File: src/rtl/audio_dc_block_dither_quantizer_top_assert.svh
// Assertion macros for the top level RTL of the DC blocker and quantizer.
// Each macro expects signals named clk and rst in the scope where it is used.
`ifndef AUDIO_DC_BLOCK_DITHER_QUANTIZER_TOP_ASSERT_SVH
`define AUDIO_DC_BLOCK_DITHER_QUANTIZER_TOP_ASSERT_SVH

// The consequent must hold in the same cycle as the antecedent.
`define ADBDQ_ASSERT_SAME(lbl, ante, cons) \
  lbl: assert property (@(posedge clk) disable iff (rst) (ante) |-> (cons)) \
    else $error("adbdq assertion failed");

// The consequent must hold in the cycle after the antecedent.
`define ADBDQ_ASSERT_NEXT(lbl, ante, cons) \
  lbl: assert property (@(posedge clk) disable iff (rst) (ante) |=> (cons)) \
    else $error("adbdq assertion failed");

// The consequent must hold in the cycle after reset is applied.
`define ADBDQ_ASSERT_RESET(lbl, cons) \
  lbl: assert property (@(posedge clk) rst |=> (cons)) \
    else $error("adbdq reset assertion failed");

`endif

File: src/rtl/adbdq_pkg.sv
package adbdq_pkg;

  localparam int STEP_W = 4;

  localparam int PRESCALE_W = 16;
  localparam int DC_RATE_W  = 24;
  localparam int OUT_GAIN_W = 15;
  localparam int IN_W       = 18;
  localparam int OUT_W      = 16;

  localparam logic [PRESCALE_W-1:0] PRESCALE_RESET = 16'd52429;
  localparam logic [DC_RATE_W-1:0]  DC_RATE_RESET  = 24'd8389;
  localparam logic [OUT_GAIN_W-1:0] OUT_GAIN_RESET = 15'd28672;

  localparam int PADDR_W = 4;
  localparam int PDATA_W = 32;

  // Register indexes, taken from paddr[3:2].
  localparam logic [1:0] REG_PRESCALE = 2'd0;
  localparam logic [1:0] REG_DC_RATE  = 2'd1;
  localparam logic [1:0] REG_OUT_GAIN = 2'd2;

  typedef enum logic [3:0] {
    OP_WAIT,
    OP_MUL_XP,
    OP_LOAD_A,
    OP_DIFF,
    OP_MUL_DLO,
    OP_MUL_DHI,
    OP_ACC_HI,
    OP_DC_UPD,
    OP_CLIP,
    OP_MUL_BLO,
    OP_MUL_BHI,
    OP_DITHER,
    OP_SUB_DC,
    OP_QUANT
  } op_t;

  typedef enum logic [1:0] {
    JMP_NEVER,
    JMP_NO_INPUT,
    JMP_OUT_BUSY
  } cond_t;

  typedef struct packed {
    op_t              op;
    cond_t            cond;
    logic [STEP_W-1:0] target;
    logic             done;
  } ctrl_word_t;

  typedef struct packed {
    op_t  op;
    logic fire;
  } dp_ctrl_t;

  typedef struct packed {
    logic out_busy;
  } dp_status_t;

  localparam logic [STEP_W-1:0] STEP_WAIT  = 4'd0;
  localparam logic [STEP_W-1:0] STEP_QUANT = 4'd14;

  // Microprogram for one sample.
  function automatic ctrl_word_t ucode(input logic [STEP_W-1:0] step);
    ctrl_word_t w;
    w.op     = OP_WAIT;
    w.cond   = JMP_NEVER;
    w.target = STEP_WAIT;
    w.done   = 1'b0;
    unique case (step)
      4'd0: begin
        w.op     = OP_WAIT;
        w.cond   = JMP_NO_INPUT;
        w.target = STEP_WAIT;
      end
      4'd1:  w.op = OP_MUL_XP;
      4'd2:  w.op = OP_LOAD_A;
      4'd3:  w.op = OP_DIFF;
      4'd4:  w.op = OP_MUL_DLO;
      4'd5:  w.op = OP_MUL_DHI;
      4'd6:  w.op = OP_ACC_HI;
      4'd7:  w.op = OP_DC_UPD;
      4'd8:  w.op = OP_CLIP;
      4'd9:  w.op = OP_MUL_BLO;
      4'd10: w.op = OP_MUL_BHI;
      4'd11: w.op = OP_ACC_HI;
      4'd12: w.op = OP_DITHER;
      4'd13: w.op = OP_SUB_DC;
      4'd14: begin
        w.op     = OP_QUANT;
        w.cond   = JMP_OUT_BUSY;
        w.target = STEP_QUANT;
        w.done   = 1'b1;
      end
      default: begin
        w.op   = OP_WAIT;
        w.done = 1'b1;
      end
    endcase
    return w;
  endfunction

endpackage

File: src/rtl/audio_dc_block_dither_quantizer_top.sv
// DC blocker with triangular dither and 16-bit quantizer. Each transaction on
// the input channel carries one signed Q1.16 sample; the block scales it by
// prescale, moves its DC estimate toward the scaled sample by dc_rate, clips
// the DC-free sample to plus or minus one, applies out_gain, adds triangular
// dither from two xorshift draws, removes the DC estimate once more and
// truncates toward zero to a saturated 16-bit sample, which leaves on the
// output channel as one transaction. The result is loaded into the output
// register at the last step of the microprogram; the steps after the wait
// step drive a single shared 22 by 25 bit multiplier through five products.
// The next sample is accepted in the cycle after its predecessor's result is
// loaded into the output register, so the block takes no new sample before
// it is through with the last one, and a result still held by a stalled
// output only delays that load. The three registers sit on the APB port at
// byte addresses 0 (prescale), 4 (dc_rate) and 8 (out_gain), and should be
// written only while no sample is in flight.
module audio_dc_block_dither_quantizer_top (
  input  logic                                clk,
  input  logic                                rst,
  input  logic                                psel,
  input  logic                                penable,
  input  logic                                pwrite,
  input  logic [adbdq_pkg::PADDR_W-1:0]       paddr,
  input  logic [adbdq_pkg::PDATA_W-1:0]       pwdata,
  output logic [adbdq_pkg::PDATA_W-1:0]       prdata,
  output logic                                pready,
  input  logic                                in_valid,
  output logic                                in_stall,
  input  logic signed [adbdq_pkg::IN_W-1:0]   in_sample,
  output logic                                out_valid,
  input  logic                                out_stall,
  output logic signed [adbdq_pkg::OUT_W-1:0]  out_sample
);
  import adbdq_pkg::*;

  `include "audio_dc_block_dither_quantizer_top_assert.svh"

  logic [PRESCALE_W-1:0] prescale;
  logic [DC_RATE_W-1:0]  dc_rate;
  logic [OUT_GAIN_W-1:0] out_gain;
  logic                  cfg_write;
  dp_ctrl_t              ctrl;
  dp_status_t            status;

  // The port never inserts wait states.
  assign pready    = 1'b1;
  assign cfg_write = psel && penable && pwrite && pready;

  // Register writes; an address beyond the three registers is ignored.
  always_ff @(posedge clk) begin
    if (rst) begin
      prescale <= PRESCALE_RESET;
      dc_rate  <= DC_RATE_RESET;
      out_gain <= OUT_GAIN_RESET;
    end else if (cfg_write) begin
      unique case (paddr[3:2])
        REG_PRESCALE: prescale <= pwdata[PRESCALE_W-1:0];
        REG_DC_RATE:  dc_rate  <= pwdata[DC_RATE_W-1:0];
        REG_OUT_GAIN: out_gain <= pwdata[OUT_GAIN_W-1:0];
        default: begin
        end
      endcase
    end
  end

  // Register reads return the value zero extended to the bus width.
  always_comb begin
    unique case (paddr[3:2])
      REG_PRESCALE: prdata = PDATA_W'(prescale);
      REG_DC_RATE:  prdata = PDATA_W'(dc_rate);
      REG_OUT_GAIN: prdata = PDATA_W'(out_gain);
      default:      prdata = '0;
    endcase
  end

  // The sequencer steps through the microprogram and holds at the wait step
  // until a sample arrives, and at the last step while a stalled output is full.
  adbdq_sequencer u_seq (
    .clk      (clk),
    .rst      (rst),
    .in_valid (in_valid),
    .status   (status),
    .ctrl     (ctrl),
    .in_stall (in_stall)
  );

  // The datapath holds the sample, the DC estimate, the noise generator, the
  // shared multiplier, the accumulator and the output register.
  adbdq_datapath u_dp (
    .clk        (clk),
    .rst        (rst),
    .ctrl       (ctrl),
    .status     (status),
    .in_sample  (in_sample),
    .prescale   (prescale),
    .dc_rate    (dc_rate),
    .out_gain   (out_gain),
    .out_sample (out_sample),
    .out_valid  (out_valid),
    .out_stall  (out_stall)
  );

  // Once a sample is taken, no further sample is taken until its result is out.
  `ADBDQ_ASSERT_NEXT(a_busy_after_accept, in_valid && !in_stall, in_stall)
  // A new result appears exactly as the sequencer returns to its wait step.
  `ADBDQ_ASSERT_SAME(a_result_with_wait, $rose(out_valid), !in_stall)
  // Reset leaves the output empty and the sequencer ready for a sample.
  `ADBDQ_ASSERT_RESET(a_reset_state, !out_valid && !in_stall)

endmodule

File: src/rtl/adbdq_sequencer.sv
module adbdq_sequencer (
  input  logic                  clk,
  input  logic                  rst,
  input  logic                  in_valid,
  input  adbdq_pkg::dp_status_t status,
  output adbdq_pkg::dp_ctrl_t   ctrl,
  output logic                  in_stall
);
  import adbdq_pkg::*;

  logic [STEP_W-1:0] step;
  logic [STEP_W-1:0] step_next;
  ctrl_word_t        cw;
  logic              jump;

  assign cw = ucode(step);

  always_comb begin
    unique case (cw.cond)
      JMP_NO_INPUT: jump = !in_valid;
      JMP_OUT_BUSY: jump = status.out_busy;
      default:      jump = 1'b0;
    endcase
  end

  always_comb begin
    if (jump) begin
      step_next = cw.target;
    end else if (cw.done) begin
      step_next = STEP_WAIT;
    end else begin
      step_next = step + 1'b1;
    end
  end

  // Only the wait step takes input.
  assign in_stall  = (cw.cond != JMP_NO_INPUT);
  assign ctrl.op   = cw.op;
  assign ctrl.fire = !jump;

  always_ff @(posedge clk) begin
    if (rst) begin
      step <= STEP_WAIT;
    end else begin
      step <= step_next;
    end
  end

endmodule

File: src/rtl/adbdq_datapath.sv
module adbdq_datapath (
  input  logic                                clk,
  input  logic                                rst,
  input  adbdq_pkg::dp_ctrl_t                 ctrl,
  output adbdq_pkg::dp_status_t               status,
  input  logic signed [adbdq_pkg::IN_W-1:0]   in_sample,
  input  logic [adbdq_pkg::PRESCALE_W-1:0]    prescale,
  input  logic [adbdq_pkg::DC_RATE_W-1:0]     dc_rate,
  input  logic [adbdq_pkg::OUT_GAIN_W-1:0]    out_gain,
  output logic signed [adbdq_pkg::OUT_W-1:0]  out_sample,
  output logic                                out_valid,
  input  logic                                out_stall
);
  import adbdq_pkg::*;

  localparam logic signed [40:0] ONE_41 = 41'sd4294967296;
  localparam logic signed [33:0] ONE_34 = 34'sd4294967296;
  localparam logic signed [65:0] ONE_66 = 66'sd4294967296;
  localparam logic signed [33:0] Q_MAX  = 34'sd32767;
  localparam logic signed [33:0] Q_MIN  = -34'sd32768;

  logic signed [17:0] x;
  logic signed [34:0] a;
  logic signed [39:0] dc_level;
  logic signed [40:0] diff;
  logic signed [33:0] b;
  logic signed [46:0] prod;
  logic signed [65:0] acc;
  logic [63:0]        noise_state;
  logic [22:0]        m1;
  logic [22:0]        m2;

  logic signed [21:0] mul_a;
  logic signed [24:0] mul_b;
  logic signed [46:0] mul_p;
  logic [63:0]        draw;
  logic signed [40:0] a_minus_dc;
  logic signed [33:0] clip;
  logic signed [33:0] q_floor;
  logic signed [33:0] q_trunc;
  logic signed [OUT_W-1:0] q_sat;
  logic [23:0]        mant_sum;

  function automatic logic [63:0] xorshift(input logic [63:0] s);
    logic [63:0] t;
    t = s ^ (s >> 12);
    t = t ^ (t << 25);
    t = t ^ (t >> 27);
    return t;
  endfunction

  assign draw = xorshift(noise_state);

  // Operand selection for the shared multiplier.
  always_comb begin
    case (ctrl.op)
      OP_MUL_XP: begin
        mul_a = 22'(x);
        mul_b = $signed({9'd0, prescale});
      end
      OP_MUL_DLO: begin
        mul_a = $signed({2'd0, diff[19:0]});
        mul_b = $signed({1'b0, dc_rate});
      end
      OP_MUL_DHI: begin
        mul_a = $signed({diff[40], diff[40:20]});
        mul_b = $signed({1'b0, dc_rate});
      end
      OP_MUL_BLO: begin
        mul_a = $signed({2'd0, b[19:0]});
        mul_b = $signed({10'd0, out_gain});
      end
      OP_MUL_BHI: begin
        mul_a = 22'($signed(b[33:20]));
        mul_b = $signed({10'd0, out_gain});
      end
      default: begin
        mul_a = '0;
        mul_b = '0;
      end
    endcase
  end

  assign mul_p = mul_a * mul_b;

  assign a_minus_dc = 41'(a) - 41'(dc_level);

  always_comb begin
    if (a_minus_dc > ONE_41) begin
      clip = ONE_34;
    end else if (a_minus_dc < -ONE_41) begin
      clip = -ONE_34;
    end else begin
      clip = a_minus_dc[33:0];
    end
  end

  assign mant_sum = {1'b0, m1} + {1'b0, m2};

  // Truncation toward zero: floor, then step up for a negative value with a fraction.
  assign q_floor = acc[65:32];
  assign q_trunc = q_floor + 34'($unsigned(acc[65] && (acc[31:0] != 32'd0)));

  always_comb begin
    if (q_trunc > Q_MAX) begin
      q_sat = 16'sh7FFF;
    end else if (q_trunc < Q_MIN) begin
      q_sat = -16'sh8000;
    end else begin
      q_sat = q_trunc[15:0];
    end
  end

  assign status.out_busy = out_valid && out_stall;

  always_ff @(posedge clk) begin
    if (ctrl.fire) begin
      unique case (ctrl.op)
        OP_WAIT:    x <= in_sample;
        OP_MUL_XP:  prod <= mul_p;
        OP_LOAD_A:  a <= prod[34:0];
        OP_DIFF:    diff <= a_minus_dc;
        OP_MUL_DLO: prod <= mul_p;
        OP_MUL_DHI: begin
          prod <= mul_p;
          acc  <= 66'(prod);
        end
        OP_ACC_HI:  acc <= acc + (66'(prod) <<< 20);
        OP_CLIP:    b <= clip;
        OP_MUL_BLO: prod <= mul_p;
        OP_MUL_BHI: begin
          prod <= mul_p;
          acc  <= 66'(prod);
        end
        OP_DITHER:  acc <= acc + $signed({33'd0, mant_sum, 9'd0}) - ONE_66;
        OP_SUB_DC:  acc <= acc - 66'(dc_level);
        OP_QUANT:   out_sample <= q_sat;
        default: begin
        end
      endcase
    end
  end

  // State and handshake registers.
  always_ff @(posedge clk) begin
    if (rst) begin
      dc_level    <= '0;
      noise_state <= 64'd1;
      out_valid   <= 1'b0;
    end else begin
      if (ctrl.fire && (ctrl.op == OP_DC_UPD)) begin
        dc_level <= dc_level + acc[63:24];
      end
      if (ctrl.fire && ((ctrl.op == OP_MUL_XP) || (ctrl.op == OP_LOAD_A))) begin
        noise_state <= draw;
      end
      if (ctrl.fire && (ctrl.op == OP_QUANT)) begin
        out_valid <= 1'b1;
      end else if (!out_stall) begin
        out_valid <= 1'b0;
      end
    end
  end

  always_ff @(posedge clk) begin
    if (ctrl.fire && (ctrl.op == OP_MUL_XP)) begin
      m1 <= draw[22:0];
    end
    if (ctrl.fire && (ctrl.op == OP_LOAD_A)) begin
      m2 <= draw[22:0];
    end
  end

endmodule
File: config.mk
export PLATFORM = sky130hd
export DESIGN_NAME = audio_dc_block_dither_quantizer_top
export DESIGN_NICKNAME = d
export VERILOG_FILES = /design/src/rtl/adbdq_pkg.sv /design/src/rtl/audio_dc_block_dither_quantizer_top.sv /design/src/rtl/adbdq_sequencer.sv /design/src/rtl/adbdq_datapath.sv
export VERILOG_INCLUDE_DIRS = /design/src /design/src/rtl
export SDC_FILE = /design/constraint.sdc
export NUM_CORES = 2
export LEC_CHECK = 0
export ABC_AREA = 0
export BUFFER_PORTS_ARGS = -buffer_cell sky130_fd_sc_hd__clkbuf_2
export CAP_MARGIN = 25
export CORE_MARGIN = 10
export CORE_UTILIZATION = 55
export CTS_BUF_LIST = sky130_fd_sc_hd__clkbuf_2
export DETAILED_ROUTE_END_ITERATION = 10
export PLACE_DENSITY = 0.7
export SLEW_MARGIN = 20
export SYNTH_ARGS = -nofsm -noshare
export SYNTH_HDL_FRONTEND = slang
export SYNTH_HIERARCHICAL = 1
export SYNTH_SLANG_ARGS = --single-unit
File: constraint.sdc
create_clock -name clk -period 13.3 [get_ports clk]
set_input_delay 1.33 -clock clk [delete_from_list [all_inputs] [get_ports clk]]
set_output_delay 1.33 -clock clk [all_outputs]
set_load 0.05 [all_outputs]
==> run_results.csv <==
group,metric,value,unit
die,start_util,55.6,%
run_status,status,"completed",
power,total_power,10.8,mW
die,die_h,333,um
clocking,clockBufferDepth,3,
clocking,clock_sinks,467,
final_layout,layout_commonest_cell,"inv_1",
synthesis,ys.flop_type,"edfxtp_1",
synthesis,yosysWarnings,6,
synthesis,netlist_area,53900,sq um
final_layout,final_util,58.4,%
synthesis,yosysTopAreaCell,"edfxtp_1",
hold_path,min_path_type,"input pin to flop",
worst_setup_path,crit_top_cell,"fa_1",
detailed_routing,first_iter_violations,5144,
die,ios,112,
synthesis,syn_inst,6176,
place,numPortBuffers,92,
place,hpwl,132,mm
worst_setup_path,end_kind,"flop",
clocking,post_cts_buffers,0,
final_layout,final_cell_mix,"681 x inv_1, 672 x nand2_1, 525 x nor2_1, 522 x ha_1, 444 x fa_1",
power,p_leak,25.2,nW
worst_setup_path,max_stage_delay,0.89,ns
synthesis,yosysSeqAreaShare,23.0,%
clocking,cts_inserted_buffers,134,
final_layout,synthToLayoutAreaGrowth,5.12,%
detailed_routing,dr.pass1.iters,9,
synthesis,yosysUniqueCellTypes,100,
sta,slew_headroom,28.1,%
clocking,cts_resized,0,
grt,antenna_found_initial,16,
sta,setup_viol,0,
clocking,cts_root_buf,"clkbuf_2",
final_layout,finalNetCount,7221,
final_layout,drive_gt1_share,7.17,%
clocking,cts_tree,"built",
clocking,cts-htree-levels,4,
synthesis,synth_seq_cells,467,
synthesis,synth_top_family_by_area,"adder cells",
power,p_per_area,191,nW/um^2
synthesis,synth_area_leaders,"edfxtp_1 17%, fa_1 16%, ha_1 12%",
die,die_x,333,um
worst_setup_path,cp_data_arrival_time,12.76,ns
synthesis,synth_compound_area_share,16.0,%
job,maxCapViolations,0,
clocking,clkLatencyLatePin,1.38,ns
worst_setup_path,setup.worst_path.start_class,"flop",
die,die-area,111000,sq um
worst_setup_path,path_max_fanout,35,
place,gp_congestion,0.986,
grt,grtUsageTotal,29.6,%
place,place_area,55300,sq um
sta,min_period,11.68,ns
sta,fin_tns_setup,0,ns
detailed_routing,avgRoutedWirePerCell,22.4,um
synthesis,synth-adder-area-share,28.6,%
synthesis,synth_edf_count,303,
detailed_routing,post-route-drc-count,0,
grt,grt_max_degree,156,
sta,fin_crit_sh,87.8,%
final_layout,final_area,56700,sq um
grt,grt_pass1_vias,44300,
clocking,clkTransAtPathRegs,0.10,ns
sta,rsz0062_at_grt,"false",
synthesis,synth_simple_gate_area_share,16.9,%
sta,skew,0.123,ns
worst_setup_path,critical_path_class,"flop to flop",
clocking,cts_hold_buf,6,
sta,max_freq,0.0856,GHz
sta,hold_viol_final,0,
sta,drv_slew,0,
detailed_routing,via_count,46300,
grt,grt_pass1_wl,257,mm
grt,grt.overflow.total,0,
synthesis,synth-xor-area-share,6.81,%
synthesis,synthArstFlopShare,0,%
die,core_area,97000,sq um
worst_setup_path,slowest_stage,"a222oi_1",
synthesis,avgSynthCellArea,8.73,sq um
worst_setup_path,critPathTopFamily,"adder cells",
detailed_routing,ant_nets,0,
worst_setup_path,path_buf_inv,5,
sta,worst_pin_slew,1.08,ns
worst_setup_path,crit_required,14.38,ns
detailed_routing,vias_per_cell,6.11,
die,rows,114,
power,peakVddDrop,0.000213,V
detailed_routing,routed_wl,170,mm
synthesis,synthMuxAreaShare,1.73,%
synthesis,yosys.area.top_type_share,16.9,%
Yosys cell counts, drive strengths merged, types with 111 or more instances:
| master | count |
|---|---|
| fa | 444 |
| clkbuf | 235 |
| nand3 | 111 |
| dfxtp | 164 |
| xnor2 | 259 |
| nand2 | 672 |
| edfxtp | 303 |
| nand2b | 124 |
| o21ai | 258 |
| xor2 | 160 |
| a21o | 182 |
| a21oi | 402 |
| inv | 681 |
| nor2 | 543 |
| ha | 522 |
layer usage:
| layer | up-vias | GRT usage [%] | part of all wire, % |
|---|---|---|---|
| li1 | 21300 | - | - |
| met1 | 22400 | 40.8 | 42 |
| met2 | 2189 | 44.7 | 43 |
| met3 | 375 | 7.31 | 11 |
| met4 | 8 | 11.4 | 3.9 |
| met5 | - | 0 | 0.050 |
cell type report:
type                            count  area, sq um
Inverter                          682         2560
Clock buffer                      189          946
Antenna cell                        7         17.5
Fill cell                        8720        40300
Tap cell                         1276         1600
Clock inverter                     43          273
Timing Repair Buffer              156          971
Sequential cell                   467        12400
Multi-Input combinational cell   4753        37900
per-stage QoR:
stage	cells	hold slack, ns	setup slack (ns)
4_1_cts	7563	0.00559	1.55
6_report	7573	0.151	1.62
2_1_floorplan	6183	0.445	3.83
5_1_grt	7569	0.0629	0.962
3_3_place_gp	7325	0.460	1.73
3_5_place_dp	7325	0.469	1.60
path summary, 6_finish.rpt:
check,startpoint,endpoint,slack [ns],depth (start not counted)
worst max register to register,u_seq/step[0],u_dp/prod[45],1.62,33
worst min-delay path,in_sample[12],u_dp/x[12],0.15,1
worst min register to register,u_dp/dc_level[15],u_dp/dc_level[15],0.48,2
worst max-delay path,u_seq/step[0],u_dp/prod[45],1.62,33
report_power, final:
group	switching, mW	total (mW)	internal, mW
Combinational	4.50	7.12	2.62
Sequential	0.470	2.58	2.11
Clock	0.712	1.12	0.406
flip-flops by register name (all words and copies together) (netlist names), 24 cells and up:
name,flops
u_dp/diff,41
dc_rate,24
u_dp/b,34
u_dp/noise_state,64
u_dp/prod,47
u_dp/acc,66
u_dp/dc_level,40
u_dp/a,35
cell families (layout without fill, tap and decap cells):
family | Yosys count | in the layout
and+or+nand+nor | 1936 | 1936
AOI/OAI and AO/OA | 1330 | 1330
adders and majority gates | 966 | 966
buffers and inverters | 963 | 1070
DFF | 467 | 467
xor gates and xnor gates | 419 | 419
muxes | 93 | 93
other | 2 | 16
No activity file was read; power rests on OpenSTA's default activity.
